===== src/hdl/gcm_pkg.sv =====
`timescale 1ns / 1ps

package gcm_pkg;

	// Number of hand positions kept for averaging and for the scroll delta.
	localparam int HISTORY_DEPTH = 3;
	localparam int HIST_LOG      = $clog2(HISTORY_DEPTH);

	// Field widths.
	localparam int POS_W   = 16;
	localparam int GAIN_W  = 12;
	localparam int FRAC_W  = 13;
	localparam int PADDR_W = 5;

	// Datapath widths: sum of the history, multiplier operand, product,
	// numerator with offset, and the quotient before the final divide.
	localparam int SUM_W   = POS_W + HIST_LOG;
	localparam int OPA_W   = SUM_W + 1;
	localparam int P_W     = OPA_W + GAIN_W + 1;
	localparam int NUM_W   = P_W + 1;
	localparam int TRAW_W  = NUM_W + 1 - FRAC_W;
	localparam int T_W     = 16 + HIST_LOG;
	localparam int Q_W     = 17;

	// Rounding offsets for the scroll and cursor paths.
	localparam int HALF_SCROLL = 4096;
	localparam int HALF_CURSOR = 4096 * HISTORY_DEPTH;

	// Magnitudes at or above these saturate anyway, so they clamp early.
	localparam int T_MAX      = 32768 * HISTORY_DEPTH;
	localparam int SCROLL_MAX = 32768;

	// Exact floor division by HISTORY_DEPTH through a reciprocal multiply.
	localparam int DIV_SHIFT = T_W + HIST_LOG;
	localparam int M_W       = T_W + 1;
	localparam longint unsigned DIV_MULT =
		((64'd1 << DIV_SHIFT) + HISTORY_DEPTH - 1) / HISTORY_DEPTH;
	localparam int QP_W = T_W + M_W;

	// Register map, by word index.
	localparam logic [2:0] REG_LEFT_LEVEL  = 3'd0;
	localparam logic [2:0] REG_RIGHT_LEVEL = 3'd1;
	localparam logic [2:0] REG_CURSOR_GAIN = 3'd2;
	localparam logic [2:0] REG_CURSOR_XOFS = 3'd3;
	localparam logic [2:0] REG_CURSOR_YOFS = 3'd4;
	localparam logic [2:0] REG_SCROLL_GAIN = 3'd5;

	// Pointer event codes.
	typedef enum logic [2:0] {
		EV_MOVE          = 3'd0,
		EV_LEFT_PRESS    = 3'd1,
		EV_LEFT_RELEASE  = 3'd2,
		EV_RIGHT_PRESS   = 3'd3,
		EV_RIGHT_RELEASE = 3'd4,
		EV_SCROLL        = 3'd5
	} evt_kind_t;

	// Apply a sign to a magnitude and saturate to 16 bits.
	function automatic logic signed [15:0] sat_signed(input logic neg,
			input logic [Q_W-1:0] mag);
		logic signed [15:0] res;
		if (neg) begin
			if (mag >= Q_W'(32768)) begin
				res = 16'sh8000;
			end else begin
				res = -$signed(mag[15:0]);
			end
		end else begin
			if (mag > Q_W'(32767)) begin
				res = 16'sh7fff;
			end else begin
				res = $signed(mag[15:0]);
			end
		end
		return res;
	endfunction

endpackage


===== src/hdl/gcm_if.sv =====
`timescale 1ns / 1ps

// One hand sample per request.
interface gcm_hand_if;
	logic               valid;
	logic               ready;
	logic signed [15:0] pos_x;
	logic signed [15:0] pos_y;
	logic signed [15:0] normal_x;
	logic signed [15:0] normal_y;
	logic               open_hand;

	modport source (output valid, pos_x, pos_y, normal_x, normal_y, open_hand,
		input ready);
	modport sink (input valid, pos_x, pos_y, normal_x, normal_y, open_hand,
		output ready);
endinterface

// One pointer event per request.
interface gcm_ptr_if;
	logic               valid;
	logic               ready;
	logic [2:0]         event_kind;
	logic signed [15:0] cursor_x;
	logic signed [15:0] cursor_y;
	logic signed [15:0] scroll_x;
	logic signed [15:0] scroll_y;

	modport source (output valid, event_kind, cursor_x, cursor_y, scroll_x, scroll_y,
		input ready);
	modport sink (input valid, event_kind, cursor_x, cursor_y, scroll_x, scroll_y,
		output ready);
endinterface


===== src/hdl/gesture_cursor_mapper.sv =====
`timescale 1ns / 1ps

// Gesture cursor mapper: turns each hand sample into one pointer event. The
// block accepts one sample per clock cycle while the output is not stalled.
// Each request passes through four register stages (operands with the
// history and button update, gain multiply, offset and rounding, reciprocal
// divide and saturation), the first of which loads at the accepting edge.
// Each stage holds its request while the output is stalled, so up to four
// requests may be in flight. An open hand yields a scroll event from the
// oldest minus the newest of the last HISTORY_DEPTH positions; otherwise the
// mean position becomes a cursor position and the left/right button machine
// reports a press, a release or a plain move. The user must write registers
// over the APB port only while no request is in flight; the block itself
// does not enforce this.
module gesture_cursor_mapper
	import gcm_pkg::*;
(
	input  logic                clk,
	input  logic                arst_n,
	gcm_hand_if.sink            hand,
	gcm_ptr_if.source           pointer,
	input  logic                psel,
	input  logic                penable,
	input  logic                pwrite,
	input  logic [PADDR_W-1:0]  paddr,
	input  logic [31:0]         pwdata,
	output logic [31:0]         prdata,
	output logic                pready
);

	// Configuration registers.
	logic signed [15:0]  left_level_q;
	logic signed [15:0]  right_level_q;
	logic [GAIN_W-1:0]   cursor_gain_q;
	logic [GAIN_W-1:0]   cursor_xofs_q;
	logic [GAIN_W-1:0]   cursor_yofs_q;
	logic [GAIN_W-1:0]   scroll_gain_q;
	logic                cfg_wr;

	// History line of the previous samples, newest at index zero, and button
	// state. The incoming sample completes the ring of HISTORY_DEPTH entries.
	logic signed [POS_W-1:0] hist_x_q [HISTORY_DEPTH-2:0];
	logic signed [POS_W-1:0] hist_y_q [HISTORY_DEPTH-2:0];
	logic                    left_down_q;
	logic                    right_down_q;

	// Stage valids and per-stage ready.
	logic v_s1, v_s2, v_s3, out_v_q;
	logic rdy_s1, rdy_s2, rdy_s3, rdy_o;
	logic accept;

	// Accept-side logic.
	logic signed [SUM_W-1:0] sum_x, sum_y;
	logic signed [OPA_W-1:0] dx, dy;
	logic                    lt_left, lt_right;
	evt_kind_t               kind_in;
	logic                    left_next, right_next;

	// Stage 1: multiplier operands.
	logic signed [OPA_W-1:0] opa_x_s1, opa_y_s1;
	logic                    open_s1;
	evt_kind_t               kind_s1;

	// Stage 2: products.
	logic signed [P_W-1:0]   prod_x_s2, prod_y_s2;
	logic                    open_s2;
	evt_kind_t               kind_s2;

	// Stage 3: rounded magnitudes before the final divide.
	logic signed [NUM_W-1:0] num_x, num_y;
	logic [NUM_W-1:0]        ofs_x, ofs_y;
	logic [NUM_W-1:0]        mag_x, mag_y;
	logic [NUM_W:0]          rnd_x, rnd_y;
	logic [TRAW_W-1:0]       traw_x, traw_y;
	logic [NUM_W:0]          half;
	logic [T_W-1:0]          t_x, t_y;
	logic [T_W-1:0]          t_x_s3, t_y_s3;
	logic                    neg_x_s3, neg_y_s3;
	logic                    open_s3;
	evt_kind_t               kind_s3;

	// Output stage.
	logic [QP_W-1:0]         qp_x, qp_y;
	logic [Q_W-1:0]          q_x, q_y;
	logic signed [15:0]      res_x, res_y;
	evt_kind_t               kind_q;
	logic signed [15:0]      cursor_x_q, cursor_y_q, scroll_x_q, scroll_y_q;

	// APB register port.
	assign pready = 1'b1;
	assign cfg_wr = psel & penable & pwrite;

	always_ff @(posedge clk or negedge arst_n) begin
		if (!arst_n) begin
			left_level_q  <= -16'sd7373;
			right_level_q <= -16'sd8192;
			cursor_gain_q <= GAIN_W'(1280);
			cursor_xofs_q <= GAIN_W'(640);
			cursor_yofs_q <= GAIN_W'(400);
			scroll_gain_q <= GAIN_W'(600);
		end else if (cfg_wr) begin
			case (paddr[4:2])
				REG_LEFT_LEVEL:  left_level_q  <= $signed(pwdata[15:0]);
				REG_RIGHT_LEVEL: right_level_q <= $signed(pwdata[15:0]);
				REG_CURSOR_GAIN: cursor_gain_q <= pwdata[GAIN_W-1:0];
				REG_CURSOR_XOFS: cursor_xofs_q <= pwdata[GAIN_W-1:0];
				REG_CURSOR_YOFS: cursor_yofs_q <= pwdata[GAIN_W-1:0];
				REG_SCROLL_GAIN: scroll_gain_q <= pwdata[GAIN_W-1:0];
				default: ;
			endcase
		end
	end

	// Register read back.
	always_comb begin
		case (paddr[4:2])
			REG_LEFT_LEVEL:  prdata = 32'(left_level_q);
			REG_RIGHT_LEVEL: prdata = 32'(right_level_q);
			REG_CURSOR_GAIN: prdata = 32'(cursor_gain_q);
			REG_CURSOR_XOFS: prdata = 32'(cursor_xofs_q);
			REG_CURSOR_YOFS: prdata = 32'(cursor_yofs_q);
			REG_SCROLL_GAIN: prdata = 32'(scroll_gain_q);
			default:         prdata = 32'd0;
		endcase
	end

	// Pipeline flow: a stage loads when it is empty or its successor moves.
	assign rdy_o      = !out_v_q || pointer.ready;
	assign rdy_s3     = !v_s3 || rdy_o;
	assign rdy_s2     = !v_s2 || rdy_s3;
	assign rdy_s1     = !v_s1 || rdy_s2;
	assign hand.ready = rdy_s1;
	assign accept     = hand.valid && rdy_s1;

	always_ff @(posedge clk or negedge arst_n) begin
		if (!arst_n) begin
			v_s1    <= 1'b0;
			v_s2    <= 1'b0;
			v_s3    <= 1'b0;
			out_v_q <= 1'b0;
		end else begin
			if (rdy_s1) begin
				v_s1 <= hand.valid;
			end
			if (rdy_s2) begin
				v_s2 <= v_s1;
			end
			if (rdy_s3) begin
				v_s3 <= v_s2;
			end
			if (rdy_o) begin
				out_v_q <= v_s3;
			end
		end
	end

	// History sums including the new sample, and the oldest-minus-newest delta.
	always_comb begin
		sum_x = SUM_W'(hand.pos_x);
		sum_y = SUM_W'(hand.pos_y);
		for (int i = 0; i < HISTORY_DEPTH - 1; i++) begin
			sum_x = sum_x + SUM_W'(hist_x_q[i]);
			sum_y = sum_y + SUM_W'(hist_y_q[i]);
		end
		dx = OPA_W'(hist_x_q[HISTORY_DEPTH-2]) - OPA_W'(hand.pos_x);
		dy = OPA_W'(hist_y_q[HISTORY_DEPTH-2]) - OPA_W'(hand.pos_y);
	end

	// Prioritized button machine; a scroll leaves the buttons alone.
	always_comb begin
		lt_left    = hand.normal_y < left_level_q;
		lt_right   = hand.normal_x < right_level_q;
		left_next  = left_down_q;
		right_next = right_down_q;
		if (hand.open_hand) begin
			kind_in = EV_SCROLL;
		end else if (!left_down_q && lt_left) begin
			kind_in   = EV_LEFT_PRESS;
			left_next = 1'b1;
		end else if (left_down_q && !lt_left) begin
			kind_in   = EV_LEFT_RELEASE;
			left_next = 1'b0;
		end else if (!right_down_q && lt_right) begin
			kind_in    = EV_RIGHT_PRESS;
			right_next = 1'b1;
		end else if (right_down_q && !lt_right) begin
			kind_in    = EV_RIGHT_RELEASE;
			right_next = 1'b0;
		end else begin
			kind_in = EV_MOVE;
		end
	end

	// History line and button state advance on each accepted request.
	always_ff @(posedge clk or negedge arst_n) begin
		if (!arst_n) begin
			for (int i = 0; i < HISTORY_DEPTH - 1; i++) begin
				hist_x_q[i] <= '0;
				hist_y_q[i] <= '0;
			end
			left_down_q  <= 1'b0;
			right_down_q <= 1'b0;
		end else if (accept) begin
			hist_x_q[0] <= hand.pos_x;
			hist_y_q[0] <= hand.pos_y;
			for (int i = 1; i < HISTORY_DEPTH - 1; i++) begin
				hist_x_q[i] <= hist_x_q[i-1];
				hist_y_q[i] <= hist_y_q[i-1];
			end
			left_down_q  <= left_next;
			right_down_q <= right_next;
		end
	end

	// Stage 1: operands. X is negated on both paths; negating before the
	// symmetric rounding equals negating after it.
	always_ff @(posedge clk) begin
		if (rdy_s1) begin
			open_s1  <= hand.open_hand;
			kind_s1  <= kind_in;
			opa_x_s1 <= hand.open_hand ? -dx : -OPA_W'(sum_x);
			opa_y_s1 <= hand.open_hand ? dy : OPA_W'(sum_y);
		end
	end

	// Stage 2: gain multiply, shared between scroll and cursor.
	always_ff @(posedge clk) begin
		if (rdy_s2) begin
			open_s2   <= open_s1;
			kind_s2   <= kind_s1;
			prod_x_s2 <= P_W'(opa_x_s1) * P_W'($signed({1'b0,
				open_s1 ? scroll_gain_q : cursor_gain_q}));
			prod_y_s2 <= P_W'(opa_y_s1) * P_W'($signed({1'b0,
				open_s1 ? scroll_gain_q : cursor_gain_q}));
		end
	end

	// Stage 3: add the scaled offset, round half away from zero, drop the
	// fraction and clamp values that saturate anyway.
	always_comb begin
		ofs_x  = open_s2 ? '0 :
			(NUM_W'(cursor_xofs_q) * NUM_W'(HISTORY_DEPTH)) << FRAC_W;
		ofs_y  = open_s2 ? '0 :
			(NUM_W'(cursor_yofs_q) * NUM_W'(HISTORY_DEPTH)) << FRAC_W;
		num_x  = NUM_W'(prod_x_s2) + $signed(ofs_x);
		num_y  = NUM_W'(prod_y_s2) + $signed(ofs_y);
		mag_x  = num_x[NUM_W-1] ? NUM_W'(-num_x) : NUM_W'(num_x);
		mag_y  = num_y[NUM_W-1] ? NUM_W'(-num_y) : NUM_W'(num_y);
		half   = open_s2 ? (NUM_W+1)'(HALF_SCROLL) : (NUM_W+1)'(HALF_CURSOR);
		rnd_x  = (NUM_W+1)'(mag_x) + half;
		rnd_y  = (NUM_W+1)'(mag_y) + half;
		traw_x = rnd_x[NUM_W:FRAC_W];
		traw_y = rnd_y[NUM_W:FRAC_W];
		t_x    = (traw_x > TRAW_W'(T_MAX)) ? T_W'(T_MAX) : T_W'(traw_x);
		t_y    = (traw_y > TRAW_W'(T_MAX)) ? T_W'(T_MAX) : T_W'(traw_y);
	end

	always_ff @(posedge clk) begin
		if (rdy_s3) begin
			open_s3  <= open_s2;
			kind_s3  <= kind_s2;
			neg_x_s3 <= num_x[NUM_W-1];
			neg_y_s3 <= num_y[NUM_W-1];
			t_x_s3   <= t_x;
			t_y_s3   <= t_y;
		end
	end

	// Output stage: the cursor path divides by the history depth through a
	// reciprocal multiply; both paths then saturate to 16 bits.
	always_comb begin
		qp_x = QP_W'(t_x_s3) * QP_W'(DIV_MULT);
		qp_y = QP_W'(t_y_s3) * QP_W'(DIV_MULT);
		if (open_s3) begin
			q_x = (t_x_s3 > T_W'(SCROLL_MAX)) ? Q_W'(SCROLL_MAX) : Q_W'(t_x_s3);
			q_y = (t_y_s3 > T_W'(SCROLL_MAX)) ? Q_W'(SCROLL_MAX) : Q_W'(t_y_s3);
		end else begin
			q_x = qp_x[DIV_SHIFT +: Q_W];
			q_y = qp_y[DIV_SHIFT +: Q_W];
		end
		res_x = sat_signed(neg_x_s3, q_x);
		res_y = sat_signed(neg_y_s3, q_y);
	end

	always_ff @(posedge clk) begin
		if (rdy_o) begin
			kind_q     <= kind_s3;
			cursor_x_q <= open_s3 ? 16'sd0 : res_x;
			cursor_y_q <= open_s3 ? 16'sd0 : res_y;
			scroll_x_q <= open_s3 ? res_x : 16'sd0;
			scroll_y_q <= open_s3 ? res_y : 16'sd0;
		end
	end

	assign pointer.valid      = out_v_q;
	assign pointer.event_kind = kind_q;
	assign pointer.cursor_x   = cursor_x_q;
	assign pointer.cursor_y   = cursor_y_q;
	assign pointer.scroll_x   = scroll_x_q;
	assign pointer.scroll_y   = scroll_y_q;

endmodule

===== src/flat_wrapper.sv =====
// flat-port wrapper written by rule: the top's interface ports become plain ports
module gesture_cursor_mapper_flat import gcm_pkg::*;
  (clk, arst_n, psel, penable, pwrite, paddr, pwdata, prdata, pready, hand_valid, hand_pos_x, hand_pos_y, hand_normal_x, hand_normal_y, hand_open_hand, hand_ready, pointer_valid, pointer_event_kind, pointer_cursor_x, pointer_cursor_y, pointer_scroll_x, pointer_scroll_y, pointer_ready);
  gcm_hand_if hand_i ();
  gcm_ptr_if pointer_i ();
  input  logic clk;
  input  logic arst_n;
  input  logic psel;
  input  logic penable;
  input  logic pwrite;
  input  logic [PADDR_W-1:0] paddr;
  input  logic [31:0] pwdata;
  output logic [31:0] prdata;
  output logic pready;
  input wire logic [$bits(hand_i.valid)-1:0] hand_valid;
  input wire logic [$bits(hand_i.pos_x)-1:0] hand_pos_x;
  input wire logic [$bits(hand_i.pos_y)-1:0] hand_pos_y;
  input wire logic [$bits(hand_i.normal_x)-1:0] hand_normal_x;
  input wire logic [$bits(hand_i.normal_y)-1:0] hand_normal_y;
  input wire logic [$bits(hand_i.open_hand)-1:0] hand_open_hand;
  output wire logic [$bits(hand_i.ready)-1:0] hand_ready;
  output wire logic [$bits(pointer_i.valid)-1:0] pointer_valid;
  output wire logic [$bits(pointer_i.event_kind)-1:0] pointer_event_kind;
  output wire logic [$bits(pointer_i.cursor_x)-1:0] pointer_cursor_x;
  output wire logic [$bits(pointer_i.cursor_y)-1:0] pointer_cursor_y;
  output wire logic [$bits(pointer_i.scroll_x)-1:0] pointer_scroll_x;
  output wire logic [$bits(pointer_i.scroll_y)-1:0] pointer_scroll_y;
  input wire logic [$bits(pointer_i.ready)-1:0] pointer_ready;
  assign hand_i.valid = hand_valid;
  assign hand_i.pos_x = hand_pos_x;
  assign hand_i.pos_y = hand_pos_y;
  assign hand_i.normal_x = hand_normal_x;
  assign hand_i.normal_y = hand_normal_y;
  assign hand_i.open_hand = hand_open_hand;
  assign hand_ready = hand_i.ready;
  assign pointer_valid = pointer_i.valid;
  assign pointer_event_kind = pointer_i.event_kind;
  assign pointer_cursor_x = pointer_i.cursor_x;
  assign pointer_cursor_y = pointer_i.cursor_y;
  assign pointer_scroll_x = pointer_i.scroll_x;
  assign pointer_scroll_y = pointer_i.scroll_y;
  assign pointer_i.ready = pointer_ready;
  gesture_cursor_mapper u_core (.clk(clk), .arst_n(arst_n), .hand(hand_i), .pointer(pointer_i), .psel(psel), .penable(penable), .pwrite(pwrite), .paddr(paddr), .pwdata(pwdata), .prdata(prdata), .pready(pready));
endmodule

===== config.mk =====
export PLATFORM = sky130hd
export DESIGN_NAME = gesture_cursor_mapper_flat
export DESIGN_NICKNAME = d
export VERILOG_FILES = /design/src/hdl/gcm_pkg.sv /design/src/hdl/gcm_if.sv /design/src/hdl/gesture_cursor_mapper.sv /design/src/flat_wrapper.sv
export SDC_FILE = /design/constraint.sdc
export NUM_CORES = 2
export LEC_CHECK = 0
export ABC_CLOCK_PERIOD_IN_PS = 7200
export BUFFER_PORTS_ARGS = -buffer_cell sky130_fd_sc_hd__buf_2
export CORE_ASPECT_RATIO = 1.2
export CORE_MARGIN = 1
export CORE_UTILIZATION = 40
export DETAILED_ROUTE_END_ITERATION = 6
export PLACE_DENSITY = 0.66
export SETUP_SLACK_MARGIN = 0.4
export SYNTH_ARGS = -nofsm -noshare
export SYNTH_HDL_FRONTEND = slang
export SYNTH_SLANG_ARGS = --single-unit

===== constraint.sdc =====
create_clock -name clk -period 7.2 [get_ports clk]
set_input_delay 1.08 -clock clk [delete_from_list [all_inputs] [get_ports clk]]
set_output_delay 1.08 -clock clk [all_outputs]
set_load 0.005 [all_outputs]

After elaboration in Yosys (flattened, before gate mapping)
Index checks and enable logic that the tools add are counted.

storage, ports and cells
  output and inout port bits = 102
  logic and storage cells = 134
  input port bits = 109
  register bits after elaboration = 369

operators by class
  multiplexer cells = 27
  equal/unequal tests = 5
  multipliers = 6
  reduce and logical (&&, ||, !) cells = 29
  $lt $le $gt $ge = 10
  $add $sub $neg = 16
  bitwise logic cells = 5

operator list
  operator                number
  $pmux 32 s6             1
  $mux 16                 6
  $mul 18x18->36 const B  2
  $add 33x34->34          2
  $mux 17                 4
  $add 32x28->33          2
  $mux 33                 2
  $neg 33->33             2
  $mul 19x13->32          2
  $mux 27                 2
  $gt 21x17->1 const B    2
  $mux 19                 2
  $add 17x16->18          2
  $gt 18x16->1 const B    2
  $add 16x16->17          2
  $ge 17x16->1 const B    2
  $gt 17x15->1 const B    2
  $sub 16x16->17          2
  $lt 16x16->1            2
  $neg 16->16             2
  $mul 12x2->14 const B   2
  $neg 18->19             1
  $neg 19->19             1
  $mux 14                 1
  other kinds (17)        48

Logic depth before layout (Yosys ltp)
  depth in word-level cells = 7
  gate-level depth with buffers = 39
  depth with buffers taken out = 34

Worst setup path after synthesis
OpenSTA, ideal clock, no wires.

  path type = register to register
  from = register u_core.cursor_xofs_q[1]
  to = register u_core.t_x_s3[10], data pin
  arrival time = 7,058 ps
  setup slack = -121 ps
  cell stages (with the launch flop) = 40
  path buffers = 5
  data required time = 6,936 ps
  period minus slack after synthesis = 7,321 ps
  library setup time = 264 ps
  cell sequence = dfrtp_1 > ha_1 > inv_1 > fa_1 > nor2b_1 > o21ai_0 > nand2_1 > and2_1 > o21ai_0 > nand2b_1 > a21oi_1 > o21bai_1 > a21o_1 > a21o_1 > xor2_1 > nor2_1 > ha_1 > and2_1 > (+4 left out) > buf_2 > clkbuf_1 > buf_2 > nor2_1 > xor2_1 > ha_1 > nand3_1 > o21ai_0 > a22o_1 > o211a_1 > and2_1 > and3_1 > buf_2 > a21o_1 > a211oi_1 > nand3b_1 > buf_2 > a211oi_1

between the ends
  cells in the longest elaborated chain, start to end = 7

ends and longest elaborated chain
  element                   RTL line                      text
  start: declaration        gesture_cursor_mapper.sv:35   logic [GAIN_W-1:0] cursor_xofs_q;
  start signal: assignment  gesture_cursor_mapper.sv:106  REG_CURSOR_XOFS: cursor_xofs_q <= pwdata[GAIN_W-1:0];
  $mul 12x2->14 *           gesture_cursor_mapper.sv:242  (NUM_W'(cursor_xofs_q) * NUM_W'(HISTORY_DEPTH)) << FRAC_W;
  $mux 27 *                 gesture_cursor_mapper.sv:241  ofs_x = open_s2 ? '0 :
  $add 32x28->33 *          gesture_cursor_mapper.sv:245  num_x = NUM_W'(prod_x_s2) + $signed(ofs_x);
  $neg 33->33               gesture_cursor_mapper.sv:247  mag_x = num_x[NUM_W-1] ? NUM_W'(-num_x) : NUM_W'(num_x);
  $mux 33 *                 gesture_cursor_mapper.sv:247
  $add 33x34->34 *          gesture_cursor_mapper.sv:250  rnd_x = (NUM_W+1)'(mag_x) + half;
  $gt 21x17->1              gesture_cursor_mapper.sv:254  t_x = (traw_x > TRAW_W'(T_MAX)) ? T_W'(T_MAX) : T_W'(traw_x);
  end signal: assignment    gesture_cursor_mapper.sv:264  t_x_s3 <= t_x;
  end: declaration          gesture_cursor_mapper.sv:77   logic [T_W-1:0] t_x_s3, t_y_s3;

Mark *: on every way between the ends. The rest lies on a longest branch, timed or not.
A chain may end at the register's enable or synchronous reset.

Final worst setup path
  from = register u_core.t_y_s3[3]
  to = register u_core.scroll_y_q[14] (netlist: u_core.pointer.scroll_y[14]), data pin

between the ends
  cells in the longest elaborated chain, start to end = 6
  elaborated cells between the ends (all ways) = 10
  classes of those cells = add/sub (1); mul (1); order compare (3); mux (5)

ends and longest elaborated chain
  element                                                                 RTL line                      text
  start: declaration                                                      gesture_cursor_mapper.sv:77
  start signal: assignment                                                gesture_cursor_mapper.sv:265  t_y_s3 <= t_y;
  parallel branches: the longest is 2 deep, another holds $mul 18x18->36  --
  $mux 17 *                                                               gesture_cursor_mapper.sv:274  if (open_s3) begin
  $neg 16->16, or another cell as far along                               gcm_pkg.sv:66                 res = -$signed(mag[15:0]);
  $mux 16, on equally long branches                                       gcm_pkg.sv:63, gcm_pkg.sv:69
  $mux 16 *                                                               gcm_pkg.sv:62                 if (neg) begin
  end signal: assignment                                                  gesture_cursor_mapper.sv:291  scroll_y_q <= open_s3 ? res_y : 16'sd0;
  end: declaration                                                        gesture_cursor_mapper.sv:87   logic signed [15:0] cursor_x_q, cursor_y_q, scroll_x_q, scroll_y_q;

Every way passes the cells marked *.

==> run_results.csv <==
group,metric,value,unit
sta,period_needed,6.823,ns
sta,worstMarginPinSlew,1.172,ns
floorplan,start_util,0.4033,
clocking,clock-sinks,368,
run_status,status,"finished clean",
floorplan,die_h,404.2,um
floorplan,die-area,0.1363,sq mm
final_layout,fill_cells,12416,
detailed_routing,drc,0,
global_routing,grt_max_degree,114,
placed_design,port_buffers,191,
final_layout,area_delta_synth_final,15.80,%
synth,synth_area,0.05393,sq mm
sta,max_freq,146.6,MHz
global_routing,grt_pass1_wl,217600,um
placed_design,place_congestion,0.9378,
synth,synth_top_area_cell,"fa_1",
floorplan,core_area,0.1337,sq mm
final_layout,fin_nets,7475,
clocking,cts_tree,"yes",
sta,hold_violations,0,
synth,synth.area.top_cells,"fa_1 (25%), ha_1 (15%), edfxtp_1 (12%), inv_1 (7.4%), dfrtp_1 (5.9%)",
detailed_routing,routed_via_density,5.240,
critical_path,end_kind,"register",
synth,ys_seq_area_frac,0.1915,
global_routing,grt_pass1_vias,41943,
sta,slew_headroom,0.2157,
synth,synth_cell_types,110,
floorplan,rows,147,
floorplan,io_pins,211,
run,cap_violations,0,
critical_path,crit_fanout,4,
synth,async_flop_share,0.4076,
global_routing,overflow,0,
sta,setup_viol,0,
sta,post-route-period-util,0.9476,
clocking,worstSkewPairLatency,0.65,ns
critical_path,cp.required,7.59,ns
sta,final.setup_skew,0.03394,ns
floorplan,die_w,337.2,um
clocking,cts_inserted_buffers,46,
clocking,root_buffer,"clkbuf_16",
global_routing,antenna_found_initial,13,
final_layout,drive_gt1_frac,0.1695,
synth,synth_top_area_frac,0.2495,
synth,synth_edf_count,218,
synth,ys_seq_elements,368,
synth,yosysWarnings,0,
placed_design,place_hpwl,110000,um
critical_path,timing_worst_setup_path_type,"reg -> reg",
detailed_routing,routed_wirelength,138700,um
critical_path,crit_arrival,7.22,ns
clocking,cts.clk_slew.worst_paths,0.06,ns
detailed_routing,num_vias,41288,
clocking,cts_max_level,2,
synth,syn_area_per_cell,9.461,sq um
synth,synthCells,5700,
detailed_routing,postRouteAntennaNets,0,
detailed_routing,routedWlPerCell,17.61,um
clocking,cts_hold_buf,0,
detailed_routing,drt_iter0_drc,2285,
sta,setup_tns,0,ns
min_path,hold_path_class,"reg -> reg",
global_routing,track_usage,0.1991,
clocking,cts.path.max_buffers,3,
detailed_routing,first_pass_iters,7,
critical_path,worstSetupStartpointType,"register",
sta,rsz0062_at_grt,"yes",
synth,synth_flop_cell,"edfxtp_1",
sta,slew_viol_final,0,
## state kept, by name, indices dropped and copies added (netlist names), 18 cells and up
signal            cells
u_core.prod_y_s2     32
u_core.opa_x_s1      19
u_core.hist_x_q      32
u_core.opa_y_s1      18
u_core.t_y_s3        18
u_core.hist_y_q      32
u_core.t_x_s3        18
u_core.prod_x_s2     32
## critical path: stages, from the launching register on
cell and delay, ns:
edfxtp_1 0.52, ha_4 0.33, inv_2 0.04, fa_2 0.47, fa_2 0.59, fa_2 0.44, fa_1 0.50, inv_2 0.04
fa_1 0.51, ha_4 0.31, and3_4 0.18, o211a_4 0.18, a221oi_4 0.08, and3_1 0.21, mux2i_2 0.23, o311ai_4 0.16
a2111oi_4 0.38, and4b_2 0.32, nand4_1 0.14, or3_4 0.44, or3_1 0.32, and4_1 0.18
## what timing repair did
| action | 4_1_cts | 5_1_grt |
|---|---|---|
| buffers inserted | 47 | 82 |
| gates cloned | 2 | 11 |
| setup endpoints to repair | 96 | 113 |
| pin swaps | 64 | 209 |
| resized for setup | 108 | 261 |
## layout make-up
class | count | area (sq um) | share of cell area
clock buffer | 54 | 1212 | 0.01941
sequential | 368 | 10330 | 0.1654
tap | 1788 | 2237 | 0.03582
multi-input combinational | 4081 | 40890 | 0.6549
antenna | 9 | 22.52 | 0.0003606
inverter | 1064 | 4010 | 0.06422
clock inverter | 32 | 385.4 | 0.006171
timing repair buffer | 484 | 3356 | 0.05374
## Yosys cell counts, types with 127 or more instances
master,count
ha_1,649
nor2b_1,139
a21oi_1,216
xnor2_1,155
nor2_1,229
clkbuf_1,143
o21ai_0,215
dfrtp_1,127
fa_1,672
edfxtp_1,218
and2_1,187
nand2_1,457
inv_1,1061
## kinds of logic after synthesis
family | count (synthesis) | synth area share
flops | 368 | 0.1915
other cells | 2 | 0.0001393
buf+inv | 1260 | 0.08940
compound gates | 924 | 0.1152
fa+ha+maj | 1321 | 0.4001
xor+xnor | 221 | 0.03617
mux | 138 | 0.02833
simple gates | 1466 | 0.1392
## per-stage QoR
stage / instances / util / cell area, sq um / hold WS [ns] / worst slack, ns
after floorplan: 5701 / - / 54180 / 0.4003 / 0.2693
after global placement: 7643 / 0.4325 / 57830 / 0.4023 / 0.006021
after detailed placement: 7643 / 0.4325 / 57830 / 0.4080 / 0.01186
after CTS: 7778 / 0.4521 / 60450 / 0.3968 / 0.3503
after global routing: 7872 / 0.4669 / 62430 / 0.4185 / 0.08832
final: 7880 / 0.4670 / 62450 / 0.4043 / 0.3771
## routing by layer
metal	track usage	wire, um	vias up
met3	0.02664	7890	240
met1	0.2583	59530	20409
li1	-	-	19593
met2	0.3427	67180	1036
met5	0	62	-
met4	0.05965	4083	10
## path summary, 6_finish.rpt
path,startpoint,endpoint,slack (ns),cells after the start
setup / recovery,u_core.t_y_s3[3]$_SDFFCE_PN0P_,u_core.pointer.scroll_y[14]$_SDFFCE_PN0P_,0.38,21
setup reg to reg,u_core.t_y_s3[3]$_SDFFCE_PN0P_,u_core.pointer.scroll_y[14]$_SDFFCE_PN0P_,0.38,21
hold / removal,u_core.kind_s3[1]$_DFFE_PP_,u_core.pointer.event_kind[1]$_DFFE_PP_,0.40,0
min in group asynchronous,arst_n,u_core.hist_y_q[11]$_DFFE_PN0P_,0.51,1
hold reg to reg,u_core.kind_s3[1]$_DFFE_PP_,u_core.pointer.event_kind[1]$_DFFE_PP_,0.40,0
max in group asynchronous,arst_n,u_core.cursor_xofs_q[2]$_DFFE_PN0P_,5.14,2
## cell usage in the layout, fill, tap and decap left out, drive strengths merged, types with 155 or more instances in the layout
cell    Yosys  routed
inv      1061    1065
fa        672     672
ha        649     649
buf        53     483
nand2     457     457
nor2      231     232
o21ai     220     220
edfxtp    218     218
a21oi     217     217
and2      189     189
xnor2     155     155
Power is not shown: default switching activity piles up to over one toggle a cycle in this logic, so the estimate is an artifact.
